`src/sv/rcr_pkg.sv`:
```
// ----------------------------------------------------------------------------
// rcr_pkg: shared types and constants for route_concat_requant
// Register map, configuration bundle, queued beat layout, lane arithmetic.
// ----------------------------------------------------------------------------
package rcr_pkg;

	localparam int LANES        = 4;
	localparam int LANE_W       = 8;
	localparam int WORD_W       = LANES * LANE_W;
	localparam int ADDR_W       = 20;
	localparam int OFFS_W       = 9;          // first_words + second_words
	localparam int MULT_W       = 32;
	localparam int SHIFT_W      = 6;
	localparam int PROD_W       = LANE_W + MULT_W;
	localparam int SUM_W        = PROD_W + 1;
	localparam int CFG_IDX_W    = 3;
	localparam int CFG_DATA_W   = 32;
	localparam int M_DATA_W     = 56;         // word + address, padded to bytes
	localparam int QUEUE_DEPTH  = 4;
	localparam int MAX_PIXELS_DEF = 4096;

	// product magnitude never exceeds 2^38, so this shift or more rounds to 0
	localparam logic [SHIFT_W-1:0] ZERO_SHIFT = 6'd40;
	localparam logic [LANE_W-1:0]  SAT_POS    = 8'h7F;   // 127
	localparam logic [LANE_W-1:0]  SAT_NEG    = 8'h80;   // -128
	localparam logic [PROD_W-1:0]  MAG_POS    = PROD_W'(127);
	localparam logic [PROD_W-1:0]  MAG_NEG    = PROD_W'(128);

	typedef enum logic [CFG_IDX_W-1:0] {
		REG_PIXEL_COUNT   = 3'd0,
		REG_FIRST_WORDS   = 3'd1,
		REG_SECOND_WORDS  = 3'd2,
		REG_REQUANT_MASK  = 3'd3,
		REG_FIRST_MULT    = 3'd4,
		REG_SECOND_MULT   = 3'd5,
		REG_FIRST_SHIFT   = 3'd6,
		REG_SECOND_SHIFT  = 3'd7
	} rcr_reg_t;

	typedef struct packed {
		logic [12:0]         pixel_count;
		logic [7:0]          first_words;
		logic [7:0]          second_words;
		logic [1:0]          requant_enable_mask;
		logic [MULT_W-1:0]   first_multiplier;
		logic [MULT_W-1:0]   second_multiplier;
		logic [SHIFT_W-1:0]  first_shift;
		logic [SHIFT_W-1:0]  second_shift;
	} rcr_cfg_t;

	// classified beat as it waits between front and back
	typedef struct packed {
		logic [WORD_W-1:0]  word;
		logic               second;   // second-source phase
		logic               last;
		logic [OFFS_W-1:0]  offset;   // word offset inside the pixel
	} rcr_item_t;

endpackage

```
`src/sv/rcr_front.sv`:
```
// ----------------------------------------------------------------------------
// rcr_front: input side, position tracking
// Accepts beats, walks pixel/phase/word counters, tags each beat.
// ----------------------------------------------------------------------------
module rcr_front import rcr_pkg::*; #(
	parameter int MAX_PIXELS = MAX_PIXELS_DEF
) (
	input  logic                          clk,
	input  logic                          arst_n,
	input  rcr_cfg_t                      cfg,
	input  logic                          s_tvalid,
	output logic                          s_tready,
	input  logic [WORD_W-1:0]             s_tdata,
	input  logic                          q_full,
	output logic                          push,
	output rcr_item_t                     item,
	output logic [((MAX_PIXELS > 1) ? $clog2(MAX_PIXELS) : 1)-1:0] item_pixel
);

	localparam int PIX_W = (MAX_PIXELS > 1) ? $clog2(MAX_PIXELS) : 1;
	localparam int CNT_W = $clog2(MAX_PIXELS + 1);

	logic [PIX_W-1:0]  pi_q;
	logic [7:0]        wi_q;
	logic              ss_q;

	logic [31:0]       pc_ext;
	logic [CNT_W-1:0]  cnt;
	logic [CNT_W-1:0]  p;
	logic [7:0]        w;
	logic              s;
	logic [OFFS_W-1:0] total;
	logic [OFFS_W-1:0] w_inc;
	logic              last;
	logic              accept;

	always_comb begin
		pc_ext = 32'(cfg.pixel_count);
		if (pc_ext == 32'd0) begin
			cnt = CNT_W'(1);
		end else if (pc_ext > 32'(MAX_PIXELS)) begin
			cnt = CNT_W'(MAX_PIXELS);
		end else begin
			cnt = CNT_W'(pc_ext);
		end
		total = OFFS_W'(cfg.first_words) + OFFS_W'(cfg.second_words);

		p = CNT_W'(pi_q);
		w = wi_q;
		s = ss_q;
		// stale position after a pixel count change
		if (p >= cnt) begin
			p = '0;
			w = '0;
			s = 1'b0;
		end
		if (!s && (w >= cfg.first_words)) begin
			s = 1'b1;
			w = '0;
		end
		if (s && (w >= cfg.second_words)) begin
			s = 1'b0;
			w = '0;
			p = p + CNT_W'(1);
			if (p >= cnt) begin
				p = '0;
			end
			if (cfg.first_words == 8'd0) begin
				s = 1'b1;
			end
		end

		w_inc = OFFS_W'(w) + OFFS_W'(1);
		if (s) begin
			last = (w_inc == OFFS_W'(cfg.second_words));
		end else begin
			last = (cfg.second_words == 8'd0) && (w_inc == OFFS_W'(cfg.first_words));
		end
		last = last && ((p + CNT_W'(1)) == cnt);

		item.word   = s_tdata;
		item.second = s;
		item.last   = last;
		item.offset = s ? (OFFS_W'(cfg.first_words) + OFFS_W'(w)) : OFFS_W'(w);
		item_pixel  = PIX_W'(p);
	end

	assign s_tready = !q_full;
	assign accept   = s_tvalid && s_tready;
	// nothing per pixel: beat is consumed and dropped
	assign push     = accept && (total != '0);

	always_ff @(posedge clk or negedge arst_n) begin
		if (!arst_n) begin
			pi_q <= '0;
			wi_q <= '0;
			ss_q <= 1'b0;
		end else if (push) begin
			if (last) begin
				pi_q <= '0;
				wi_q <= '0;
				ss_q <= 1'b0;
			end else begin
				pi_q <= PIX_W'(p);
				wi_q <= w + 8'd1;
				ss_q <= s;
			end
		end
	end

endmodule

```
`src/sv/rcr_queue.sv`:
```
// ----------------------------------------------------------------------------
// rcr_queue: small FIFO between front and back
// Register-based ring buffer, simultaneous push and pop.
// ----------------------------------------------------------------------------
module rcr_queue import rcr_pkg::*; #(
	parameter int W     = 8,
	parameter int DEPTH = QUEUE_DEPTH
) (
	input  logic         clk,
	input  logic         arst_n,
	input  logic         push,
	input  logic [W-1:0] push_data,
	input  logic         pop,
	output logic [W-1:0] head_data,
	output logic         head_valid,
	output logic         full
);

	localparam int PTR_W = (DEPTH > 1) ? $clog2(DEPTH) : 1;
	localparam int CNT_W = $clog2(DEPTH + 1);

	logic [W-1:0]     mem_q [DEPTH];
	logic [PTR_W-1:0] wr_ptr_q;
	logic [PTR_W-1:0] rd_ptr_q;
	logic [CNT_W-1:0] count_q;

	function automatic logic [PTR_W-1:0] ptr_next(input logic [PTR_W-1:0] ptr);
		return (ptr == PTR_W'(DEPTH - 1)) ? '0 : ptr + PTR_W'(1);
	endfunction

	assign head_data  = mem_q[rd_ptr_q];
	assign head_valid = (count_q != '0);
	assign full       = (count_q == CNT_W'(DEPTH));

	always_ff @(posedge clk) begin
		if (push) begin
			mem_q[wr_ptr_q] <= push_data;
		end
	end

	always_ff @(posedge clk or negedge arst_n) begin
		if (!arst_n) begin
			wr_ptr_q <= '0;
			rd_ptr_q <= '0;
			count_q  <= '0;
		end else begin
			if (push) begin
				wr_ptr_q <= ptr_next(wr_ptr_q);
			end
			if (pop) begin
				rd_ptr_q <= ptr_next(rd_ptr_q);
			end
			if (push && !pop) begin
				count_q <= count_q + CNT_W'(1);
			end else if (pop && !push) begin
				count_q <= count_q - CNT_W'(1);
			end
		end
	end

endmodule

```
`src/sv/rcr_back.sv`:
```
// ----------------------------------------------------------------------------
// rcr_back: requant and address pipeline
// Multiply, round, shift, saturate per lane; output register on the master side.
// ----------------------------------------------------------------------------
module rcr_back import rcr_pkg::*; #(
	parameter int MAX_PIXELS = MAX_PIXELS_DEF
) (
	input  logic                          clk,
	input  logic                          arst_n,
	input  rcr_cfg_t                      cfg,
	input  logic                          head_valid,
	input  rcr_item_t                     head_item,
	input  logic [((MAX_PIXELS > 1) ? $clog2(MAX_PIXELS) : 1)-1:0] head_pixel,
	output logic                          pop,
	output logic                          m_tvalid,
	input  logic                          m_tready,
	output logic [M_DATA_W-1:0]           m_tdata,
	output logic                          m_tlast
);

	localparam int PIX_W = (MAX_PIXELS > 1) ? $clog2(MAX_PIXELS) : 1;
	localparam int AP_W  = (PIX_W + OFFS_W + 1 > ADDR_W) ? PIX_W + OFFS_W + 1 : ADDR_W;

	logic                       adv;

	// stage 1: products
	logic                       vld_s1;
	logic signed [PROD_W-1:0]   prod_s1 [LANES];
	logic [WORD_W-1:0]          word_s1;
	logic                       en_s1;
	logic [SHIFT_W-1:0]         sh_s1;
	logic [ADDR_W-1:0]          addr_s1;
	logic                       last_s1;

	// stage 2: rounded magnitudes
	logic                       vld_s2;
	logic [SUM_W-1:0]           sum_s2 [LANES];
	logic                       neg_s2 [LANES];
	logic                       zero_s2;
	logic [WORD_W-1:0]          word_s2;
	logic                       en_s2;
	logic [SHIFT_W-1:0]         sh_s2;
	logic [ADDR_W-1:0]          addr_s2;
	logic                       last_s2;

	// stage 3: output register
	logic                       vld_s3;
	logic [WORD_W-1:0]          word_s3;
	logic [ADDR_W-1:0]          addr_s3;
	logic                       last_s3;

	logic signed [MULT_W-1:0]   mult_sel;
	logic [SHIFT_W-1:0]         sh_sel;
	logic                       en_sel;
	logic [OFFS_W-1:0]          total;
	logic [AP_W-1:0]            addr_full;
	logic signed [PROD_W-1:0]   prod_c [LANES];
	logic [SUM_W-1:0]           rnd;
	logic [SUM_W-1:0]           sum_c  [LANES];
	logic                       neg_c  [LANES];
	logic [WORD_W-1:0]          word_c;

	assign adv = !vld_s3 || m_tready;
	assign pop = adv && head_valid;

	always_comb begin
		logic signed [LANE_W-1:0] lane;
		if (head_item.second) begin
			en_sel   = cfg.requant_enable_mask[1];
			mult_sel = $signed(cfg.second_multiplier);
			sh_sel   = cfg.second_shift;
		end else begin
			en_sel   = cfg.requant_enable_mask[0];
			mult_sel = $signed(cfg.first_multiplier);
			sh_sel   = cfg.first_shift;
		end
		total     = OFFS_W'(cfg.first_words) + OFFS_W'(cfg.second_words);
		addr_full = AP_W'(head_pixel) * AP_W'(total) + AP_W'(head_item.offset);
		for (int k = 0; k < LANES; k++) begin
			lane      = $signed(head_item.word[k*LANE_W +: LANE_W]);
			prod_c[k] = lane * mult_sel;
		end
	end

	// round half away from zero on the magnitude
	always_comb begin
		logic [PROD_W-1:0] mag;
		if ((sh_s1 == '0) || (sh_s1 >= ZERO_SHIFT)) begin
			rnd = '0;
		end else begin
			rnd = SUM_W'(1) << (sh_s1 - SHIFT_W'(1));
		end
		for (int k = 0; k < LANES; k++) begin
			neg_c[k] = prod_s1[k][PROD_W-1];
			mag      = neg_c[k] ? PROD_W'(-prod_s1[k]) : PROD_W'(prod_s1[k]);
			sum_c[k] = SUM_W'(mag) + rnd;
		end
	end

	always_comb begin
		logic [SUM_W-1:0] shifted;
		logic [LANE_W-1:0] res;
		for (int k = 0; k < LANES; k++) begin
			shifted = zero_s2 ? '0 : (sum_s2[k] >> sh_s2);
			if (neg_s2[k]) begin
				res = (shifted > SUM_W'(MAG_NEG)) ? SAT_NEG : LANE_W'(~shifted + SUM_W'(1));
			end else begin
				res = (shifted > SUM_W'(MAG_POS)) ? SAT_POS : shifted[LANE_W-1:0];
			end
			word_c[k*LANE_W +: LANE_W] = en_s2 ? res : word_s2[k*LANE_W +: LANE_W];
		end
	end

	always_ff @(posedge clk or negedge arst_n) begin
		if (!arst_n) begin
			vld_s1 <= 1'b0;
			vld_s2 <= 1'b0;
			vld_s3 <= 1'b0;
		end else if (adv) begin
			vld_s1 <= head_valid;
			vld_s2 <= vld_s1;
			vld_s3 <= vld_s2;
		end
	end

	always_ff @(posedge clk) begin
		if (adv) begin
			for (int k = 0; k < LANES; k++) begin
				prod_s1[k] <= prod_c[k];
				sum_s2[k]  <= sum_c[k];
				neg_s2[k]  <= neg_c[k];
			end
			word_s1 <= head_item.word;
			en_s1   <= en_sel;
			sh_s1   <= sh_sel;
			addr_s1 <= addr_full[ADDR_W-1:0];
			last_s1 <= head_item.last;

			zero_s2 <= (sh_s1 >= ZERO_SHIFT);
			word_s2 <= word_s1;
			en_s2   <= en_s1;
			sh_s2   <= sh_s1;
			addr_s2 <= addr_s1;
			last_s2 <= last_s1;

			word_s3 <= word_c;
			addr_s3 <= addr_s2;
			last_s3 <= last_s2;
		end
	end

	assign m_tvalid = vld_s3;
	assign m_tdata  = {(M_DATA_W - WORD_W - ADDR_W)'(0), addr_s3, word_s3};
	assign m_tlast  = last_s3;

endmodule

```
`src/sv/route_concat_requant.sv`:
```
// ----------------------------------------------------------------------------
// route_concat_requant: int8 channel concat with per-source requant
// Tags each 4-lane word with its concat address and requantizes its lanes when enabled for its source.
// ----------------------------------------------------------------------------
// Usage:
//   Slave stream (s_*) carries source words in concat order: per pixel the
//   first-source words, then the second-source words. One beat = 4 int8 lanes.
//   Master stream (m_*) returns one beat per input beat: requantized lanes,
//   word address in the concatenated map, m_tlast on the image's final word.
//   Configuration goes through cfg_we/cfg_index/cfg_wdata, one register per
//   write; the user must change it only while the block is drained (the block does not enforce this).
//   Throughput: one beat per cycle while the output is not stalled, set by the four
//   lane multipliers that are pipelined with one beat in each stage.
//   Pipeline: an accepted beat passes the queue write, multiply, round, and
//   shift/saturate into the output register before m_tvalid rises.
//   With both words-per-pixel registers zero, beats are taken and dropped.
//   Stall: while m_tvalid is high and m_tready low the back pipeline holds;
//   the 4-entry queue keeps s_tready high until it fills.
//   Reset: counters restart at pixel 0, first source; registers take their
//   default values (pixel_count 1, first_words 1, rest 0).
// ----------------------------------------------------------------------------
module route_concat_requant import rcr_pkg::*; #(
	parameter int MAX_PIXELS = MAX_PIXELS_DEF
) (
	input  logic                   clk,
	input  logic                   arst_n,
	// slave stream
	input  logic                   s_tvalid,
	output logic                   s_tready,
	input  logic [WORD_W-1:0]      s_tdata,    // [31:0] in_word
	// master stream
	output logic                   m_tvalid,
	input  logic                   m_tready,
	output logic [M_DATA_W-1:0]    m_tdata,    // [31:0] out_word, [51:32] out_address
	output logic                   m_tlast,    // last_word
	// configuration write port
	input  logic                   cfg_we,
	input  logic [CFG_IDX_W-1:0]   cfg_index,
	input  logic [CFG_DATA_W-1:0]  cfg_wdata
);

	localparam int PIX_W = (MAX_PIXELS > 1) ? $clog2(MAX_PIXELS) : 1;
	localparam int Q_W   = $bits(rcr_item_t) + PIX_W;

	rcr_cfg_t          cfg_q;

	logic              q_push;
	logic              q_pop;
	logic              q_full;
	logic              q_valid;
	rcr_item_t         f_item;
	logic [PIX_W-1:0]  f_pixel;
	logic [Q_W-1:0]    q_head;
	rcr_item_t         b_item;
	logic [PIX_W-1:0]  b_pixel;

	// register file, write only
	always_ff @(posedge clk or negedge arst_n) begin
		if (!arst_n) begin
			cfg_q <= '{pixel_count: 13'd1, first_words: 8'd1, second_words: 8'd0,
				requant_enable_mask: 2'd0, first_multiplier: '0,
				second_multiplier: '0, first_shift: '0, second_shift: '0};
		end else if (cfg_we) begin
			unique case (rcr_reg_t'(cfg_index))
				REG_PIXEL_COUNT:  cfg_q.pixel_count         <= cfg_wdata[12:0];
				REG_FIRST_WORDS:  cfg_q.first_words         <= cfg_wdata[7:0];
				REG_SECOND_WORDS: cfg_q.second_words        <= cfg_wdata[7:0];
				REG_REQUANT_MASK: cfg_q.requant_enable_mask <= cfg_wdata[1:0];
				REG_FIRST_MULT:   cfg_q.first_multiplier    <= cfg_wdata[MULT_W-1:0];
				REG_SECOND_MULT:  cfg_q.second_multiplier   <= cfg_wdata[MULT_W-1:0];
				REG_FIRST_SHIFT:  cfg_q.first_shift         <= cfg_wdata[SHIFT_W-1:0];
				REG_SECOND_SHIFT: cfg_q.second_shift        <= cfg_wdata[SHIFT_W-1:0];
			endcase
		end
	end

	// front: position counters and beat tagging
	rcr_front #(
		.MAX_PIXELS (MAX_PIXELS)
	) u_front (
		.clk        (clk),
		.arst_n     (arst_n),
		.cfg        (cfg_q),
		.s_tvalid   (s_tvalid),
		.s_tready   (s_tready),
		.s_tdata    (s_tdata),
		.q_full     (q_full),
		.push       (q_push),
		.item       (f_item),
		.item_pixel (f_pixel)
	);

	// decouples input acceptance from output stalls
	rcr_queue #(
		.W     (Q_W),
		.DEPTH (QUEUE_DEPTH)
	) u_queue (
		.clk        (clk),
		.arst_n     (arst_n),
		.push       (q_push),
		.push_data  ({f_item, f_pixel}),
		.pop        (q_pop),
		.head_data  (q_head),
		.head_valid (q_valid),
		.full       (q_full)
	);

	assign {b_item, b_pixel} = q_head;

	// back: lane requant and address generation
	rcr_back #(
		.MAX_PIXELS (MAX_PIXELS)
	) u_back (
		.clk        (clk),
		.arst_n     (arst_n),
		.cfg        (cfg_q),
		.head_valid (q_valid),
		.head_item  (b_item),
		.head_pixel (b_pixel),
		.pop        (q_pop),
		.m_tvalid   (m_tvalid),
		.m_tready   (m_tready),
		.m_tdata    (m_tdata),
		.m_tlast    (m_tlast)
	);

`ifndef NO_ASSERTIONS
	// queue never written past capacity
	a_no_overflow: assert property (@(posedge clk) disable iff (!arst_n)
		!(q_push && q_full))
		else $error("queue push while full");

	// a tagged beat's offset lies inside the pixel
	a_offset_in_pixel: assert property (@(posedge clk) disable iff (!arst_n)
		q_push |-> (f_item.offset <
			(OFFS_W'(cfg_q.first_words) + OFFS_W'(cfg_q.second_words))))
		else $error("word offset outside pixel");

	// pop only drains occupied entries
	a_pop_valid: assert property (@(posedge clk) disable iff (!arst_n)
		q_pop |-> q_valid)
		else $error("queue pop while empty");
`endif

endmodule
```
`config.mk`:
```
export PLATFORM = sky130hd
export DESIGN_NAME = route_concat_requant
export DESIGN_NICKNAME = d
export VERILOG_FILES = /design/src/sv/rcr_pkg.sv /design/src/sv/rcr_front.sv /design/src/sv/rcr_queue.sv /design/src/sv/rcr_back.sv /design/src/sv/route_concat_requant.sv
export SDC_FILE = /design/constraint.sdc
export NUM_CORES = 2
export LEC_CHECK = 0
export ABC_CLOCK_PERIOD_IN_PS = 22200
export BUFFER_PORTS_ARGS = -buffer_cell sky130_fd_sc_hd__buf_2
export CAP_MARGIN = 10
export CORE_ASPECT_RATIO = 0.5
export CORE_MARGIN = 8
export CORE_UTILIZATION = 35
export CTS_CLUSTER_DIAMETER = 30
export CTS_CLUSTER_SIZE = 30
export DETAILED_ROUTE_END_ITERATION = 6
export PLACE_DENSITY_LB_ADDON = 0.2
export SYNTH_ARGS = -nofsm -noshare
export SYNTH_HDL_FRONTEND = slang
export SYNTH_SLANG_ARGS = --single-unit
```
`constraint.sdc`:
```
create_clock -name clk -period 22.2 [get_ports clk]
set_input_delay 4.44 -clock clk [delete_from_list [all_inputs] [get_ports clk]]
set_output_delay 4.44 -clock clk [all_outputs]
set_load 0.01 [all_outputs]
```
======== Yosys cells after proc, flatten, opt, wreduce, memory -nomap -nowiden ========
Memory sizes are Yosys's and may differ from the RTL's.
Index checks and enable logic that the tools add are counted.
operators by class
  add/subtract/negate cells ............... 24
  $mul .................................... 5
  magnitude comparators ................... 14
  equality and inequality tests ........... 13
  shifts and indexed selects .............. 5
  muxes and demuxes ....................... 53
  bitwise gates (word level) .............. 4
  reduce and logical (&&, ||, !) cells .... 32
operators by type and width
  operator                 number
  $mux W41                 5
  $add A40 B41 Y41         4
  $gt A41 B7 Y1 const B    4
  $gt A41 B8 Y1 const B    4
  $shr A41 B6 Y41          4
  $mul A8 B32 Y40          4
  $mux W40                 4
  $mux W8                  20
  $neg A40 Y40             4
  $mux W13                 4
  $shl A1 B6 Y41 const A   1
  $add A8 B1 Y8 const B    5
  $mux W32                 1
  $not A8 Y8               4
  $mux W12                 2
  $add A20 B9 Y20          1
  $mul A12 B9 Y20          1
  $add A8 B8 Y9            2
  $eq A9 B8 Y1             2
  $ge A8 B8 Y1             2
  $logic_not A8 Y1         2
  $reduce_and A2 Y1        8
  $eq A3 B3 Y1 const B     5
  $add A12 B1 Y13 const B  1
  28 further kinds         56
word-level totals
  register bits after elaboration ......... 312
  bits in writable memories ............... 548
  input bits .............................. 72
  output and inout port bits .............. 59
  logic and storage cells ................. 185
  memories ................................ 4
memories
  name            words  width  rd ports  clocked after memory_dff  wr ports  RTL line         text
  u_queue.mem_q   4      55     1         0                         1         rcr_queue.sv:22  logic [W-1:0] mem_q [DEPTH];
  u_back.sum_s2   4      41     4         0                         4         rcr_back.sv:37   logic [SUM_W-1:0] sum_s2 [LANES];
  u_back.prod_s1  4      40     4         0                         4         rcr_back.sv:28   logic signed [PROD_W-1:0] prod_s1 [LANES];
  u_back.neg_s2   4      1      4         0                         4         rcr_back.sv:38   logic neg_s2 [LANES];

======== Logic depth before layout (Yosys ltp) ========
  depth in word-level cells ............... 17
  mapped depth ............................ 47
  gate-level depth less buffers ........... 41

======== Cells and area by module ========
A second synthesis with hierarchy kept.
second synthesis, totals
  cells, all modules ...................... 9345
  area total of the unflattened synthesis .. 95152.5 um^2
modules (own cells, without submodules)
  module                times used  cells an instance  area an instance (um^2)  sequential area each (um^2)
  rcr_back              1           8152               77650.7                  15149.5
  rcr_queue             1           324                8346.8                   6781.5
  rcr_front             1           633                4906.0                   525.5
  route_concat_requant  1           236                4249.1                   2680.1

======== Worst setup path after synthesis ========
OpenSTA, ideal clock, no wires.
  path kind ............................... input-to-reg
  start ................................... input port m_tready
  end ..................................... register u_queue.count_q[1]
  setup time .............................. 125 ps
  arrival time ............................ 18660 ps
  required time ........................... 22075 ps
  slack ................................... 3416 ps
  cell stages on the path ................. 7
  buffers on the path ..................... 0
  cells stage by stage .................... nand2b_1 > o31a_1 > inv_1 > ha_1 > inv_1 > fa_1 > mux2_2
between the ends
  word-level cells in the longest chain between the ends .. 5
  elaborated cells between the ends (all ways) .. 7
  classes of those cells .................. mux: 1; reduce/logical: 6
RTL lines
  item                                                  RTL line                    text
  start: declaration                                    route_concat_requant.sv:33  input logic m_tready,
  $logic_or A1 B1 Y1 *                                  rcr_back.sv:63              assign adv = !vld_s3 || m_tready;
  $logic_and A1 B1 Y1 *                                 rcr_back.sv:64              assign pop = adv && head_valid;
  $logic_not A1 Y1                                      rcr_queue.sv:53             if (push && !pop) begin
  $logic_and A1 B1 Y1                                   rcr_queue.sv:53
  $mux W3 / $reduce_bool A2 Y1 (equally long branches)  -
  end signal: assignment                                rcr_queue.sv:54             count_q <= count_q + CNT_W'(1);
  end signal: assignment                                rcr_queue.sv:56             count_q <= count_q - CNT_W'(1);
  end: declaration                                      rcr_queue.sv:25             logic [CNT_W-1:0] count_q;
Mark *: on every way between the ends. The rest lies on a longest branch, timed or not.
A chain may end at the register's enable or synchronous reset.

======== Worst setup path after layout ========
  start ................................... register cfg_q[99] (netlist bit)
  end ..................................... register u_front.pi_q[6]
between the ends
  word-level cells in the longest chain between the ends .. 17
  elaborated cells between the ends (all ways) .. 30
  classes of those cells .................. add/sub: 3; order compare: 5; eq/ne: 3; mux: 13; reduce/logical: 6
RTL lines
  item                                                     RTL line                    text
  start: declaration                                       route_concat_requant.sv:45  rcr_cfg_t cfg_q;
  start signal: assignment                                 route_concat_requant.sv:60  cfg_q <= '{pixel_count: 13'd1, first_words: 8'd1, second_words: 8'd0,
  $gt A13 B13 Y1                                           rcr_front.sv:41             end else if (pc_ext > 32'(MAX_PIXELS)) begin
  $mux W13                                                 rcr_front.sv:41
  $mux W13 *                                               rcr_front.sv:39             if (pc_ext == 32'd0) begin
  branches (longest 13 deep; another with $ge A12 B13 Y1)  -
  $mux W12 *                                               rcr_front.sv:99             if (last) begin
  end signal: assignment                                   rcr_front.sv:104            pi_q <= PIX_W'(p);
  end: declaration                                         rcr_front.sv:23             logic [PIX_W-1:0] pi_q;
Mark *: on every way between the ends.

==> out/results.txt <==
final WL: 291400 um
All-Layer GR Usage: 0.2124
clk_skew: 0.08339 ns
die area: 269700 um2
Synth Warn #: 0
Routed Antenna Nets: 0
synthesis-to-layout area growth: 12.00%
failing checks: DRC
core area: 251000 um2
Root Buffer: clkbuf_16
Final period util: 0.4710
Reg clk slew, reported paths: 0.05 ns
max frequency: 95.64 MHz
drt pass-1 iters: 7
DR vias: 66780
wire length per cell: 23.25 um
vias in the first global route: 66130
starting density of the core: 0.3519
hold-fix buffers at CTS: 0
Seq/Total Area, Yosys: 0.2846
total grt overflow: 0
initial antenna violation count: 51
post-CTS sizing: 0
Worst EP arrival: 11.08 ns
number of synthesized flops with an enable pin: 722
most common flop cell mapped by yosys: edfxtp_1
CP max-delay cell: and4bb_2
# rows: 130
top cell type by total area after synthesis: edfxtp_1
Final min period: 10.46 ns
Area contributors post-synth: edfxtp_1 25%, fa_1 20%, ha_1 8.5%
MaxCap Viol Count: 0
status: complete, but fails checks
Startpoint Class: flip-flop
first-pass GRT wire length: 434000 um
Post-Syn Area: 88330 um2
Worst Path Required: 22.83 ns
Fin. Hold Viols: 0
CTS max path bufs: 4
CP Max Fanout: 16
Buffers on Ports: 126
RSZ-0062 raised after global routing: false
Slew Limit Fails: 0
setup ws final: 11.74 ns
Setup crit end kind: flip-flop
most common cell after layout, fill and taps aside: inv_1
H-tree levels: 4
DP Cell Count: 12220
Setup TNS: 0 ns
Setup violations, final: 0
commonest non-fill, non-tap cells in the layout: 1184 x inv_1, 980 x nor2_1, 922 x nand2_1
ys async rst share: 0.1605
dpl hpwl: 224300 um
Finished Layout Cells: 12530
Cells after Synth: 8976
Post-CTS Setup Bufs: 0
actual slew at the worst max-slew pin: 1.126 ns
worst hold path type: reg -> reg
Final Cell Area: 98930 um2
Synth Area per Inst: 9.841 um2
via/cell ratio: 5.329
Worst path max stage delay: 0.65 ns
Die Ht: 371.2 um
IO Pins: 131
DRT iter0 DRCs: 6041
Synth Register Bits: 860
RePlAce Congestion: 0.9432
synth unique cells: 97
Crit Path Category: reg -> reg
max_slew headroom: 0.2436
CTS buffer count: 170
Synth top area share: 0.2455
Clock Sinks: 860
# DRC: 3
layout cells sized above 1: 0.1086
Die Wd: 726.5 um
CTS tree: yes
Final nets: 10570
placed cell area: 93150 um2
worst-skew pair later-pin latency: 0.85 ns
pre-CTS setup slack: 11.87 ns
largest net degree at the start of global routing: 167
[logic make-up after synthesis]
group	synth area share
other	0.00004245
AOI/OAI and AO/OA	0.09918
DFF	0.2846
xor gates and xnor gates	0.05272
and+or+nand+nor	0.1326
buffers and inverters	0.06788
muxes	0.07907
adders and majority gates	0.2840
[routing by layer]
metal	vias up	GRT usage	wire length (um)
met3	476	0.03957	21360
met4	14	0.06256	9337
met5	-	0	94
li1	30510	-	-
met1	33550	0.3082	137400
met2	2239	0.3212	123200
[worst max-delay path, delay by kind of cell (launching register included)]
family / cells / cell delay [ns]
xor+xnor: 1 / 0.19
compound gates: 13 / 3.29
flops: 1 / 0.39
simple gates: 18 / 4.38
fa+ha+maj: 4 / 1.50
buf+inv: 3 / 0.54
[worst paths after layout]
kind / from / end / slack [ns] / cells after the start
max: cfg_q[99] / u_front.pi_q[6] / 11.74 / 39
min: u_back.addr_s2[1] / u_back.addr_s3[1] / 0.42 / 0
max reg2reg: cfg_q[99] / u_front.pi_q[6] / 11.74 / 39
min reg2reg: u_back.addr_s2[1] / u_back.addr_s3[1] / 0.42 / 0
max in group asynchronous: arst_n / cfg_q[71] / 16.88 / 3
min in group asynchronous: arst_n / cfg_q[80] / 3.52 / 1
[layout make-up]
| class | count | area [um2] |
|---|---|---|
| Antenna cell | 12 | 30.03 |
| Clock buffer | 187 | 4443 |
| Clock inverter | 115 | 1301 |
| Fill cell | 24780 | 152100 |
| Inverter | 1189 | 4463 |
| Multi-Input combinational cell | 6548 | 57700 |
| Sequential cell | 860 | 25140 |
| Tap cell | 3366 | 4212 |
| Timing Repair Buffer | 254 | 1635 |
[registers in the layout, summed over array words and instances, names as in the netlist, 3 cells and up]
signal,cells
u_back.prod_s1,160
u_back.addr_s2,20
u_back.sum_s2,164
cfg_q,107
u_back.word_s3,32
u_back.addr_s3,20
u_back.word_s1,32
u_front.pi_q,12
u_front.wi_q,8
u_back.addr_s1,20
u_back.word_s2,32
u_back.sh_s1,6
u_back.sh_s2,6
u_queue.mem_q,220
u_back.neg_s2,4
u_queue.count_q,3
[through the flow]
step,util,hold slack [ns]
floorplan,-,0.4003
global placement,0.3712,0.4005
detailed placement,0.3712,0.4045
CTS,0.3940,0.4101
global route,0.3940,0.4202
finish,0.3942,0.4156
[synthesized netlist by cell type, drive strengths merged (93+ instances only)]
library cell  number
a21oi            389
nor3             115
clkbuf           306
nand2            922
xnor2            436
nand3            110
edfxtp           722
mux4             133
ha               599
mux2             196
mux2i            178
nor2             980
xor2              93
dfrtp            136
fa               878
a21o             121
o21ai            322
inv             1186
Power is left out: the tool's default activity adds up to more than one toggle a clock period on the data nets, which glitch-free logic cannot reach.
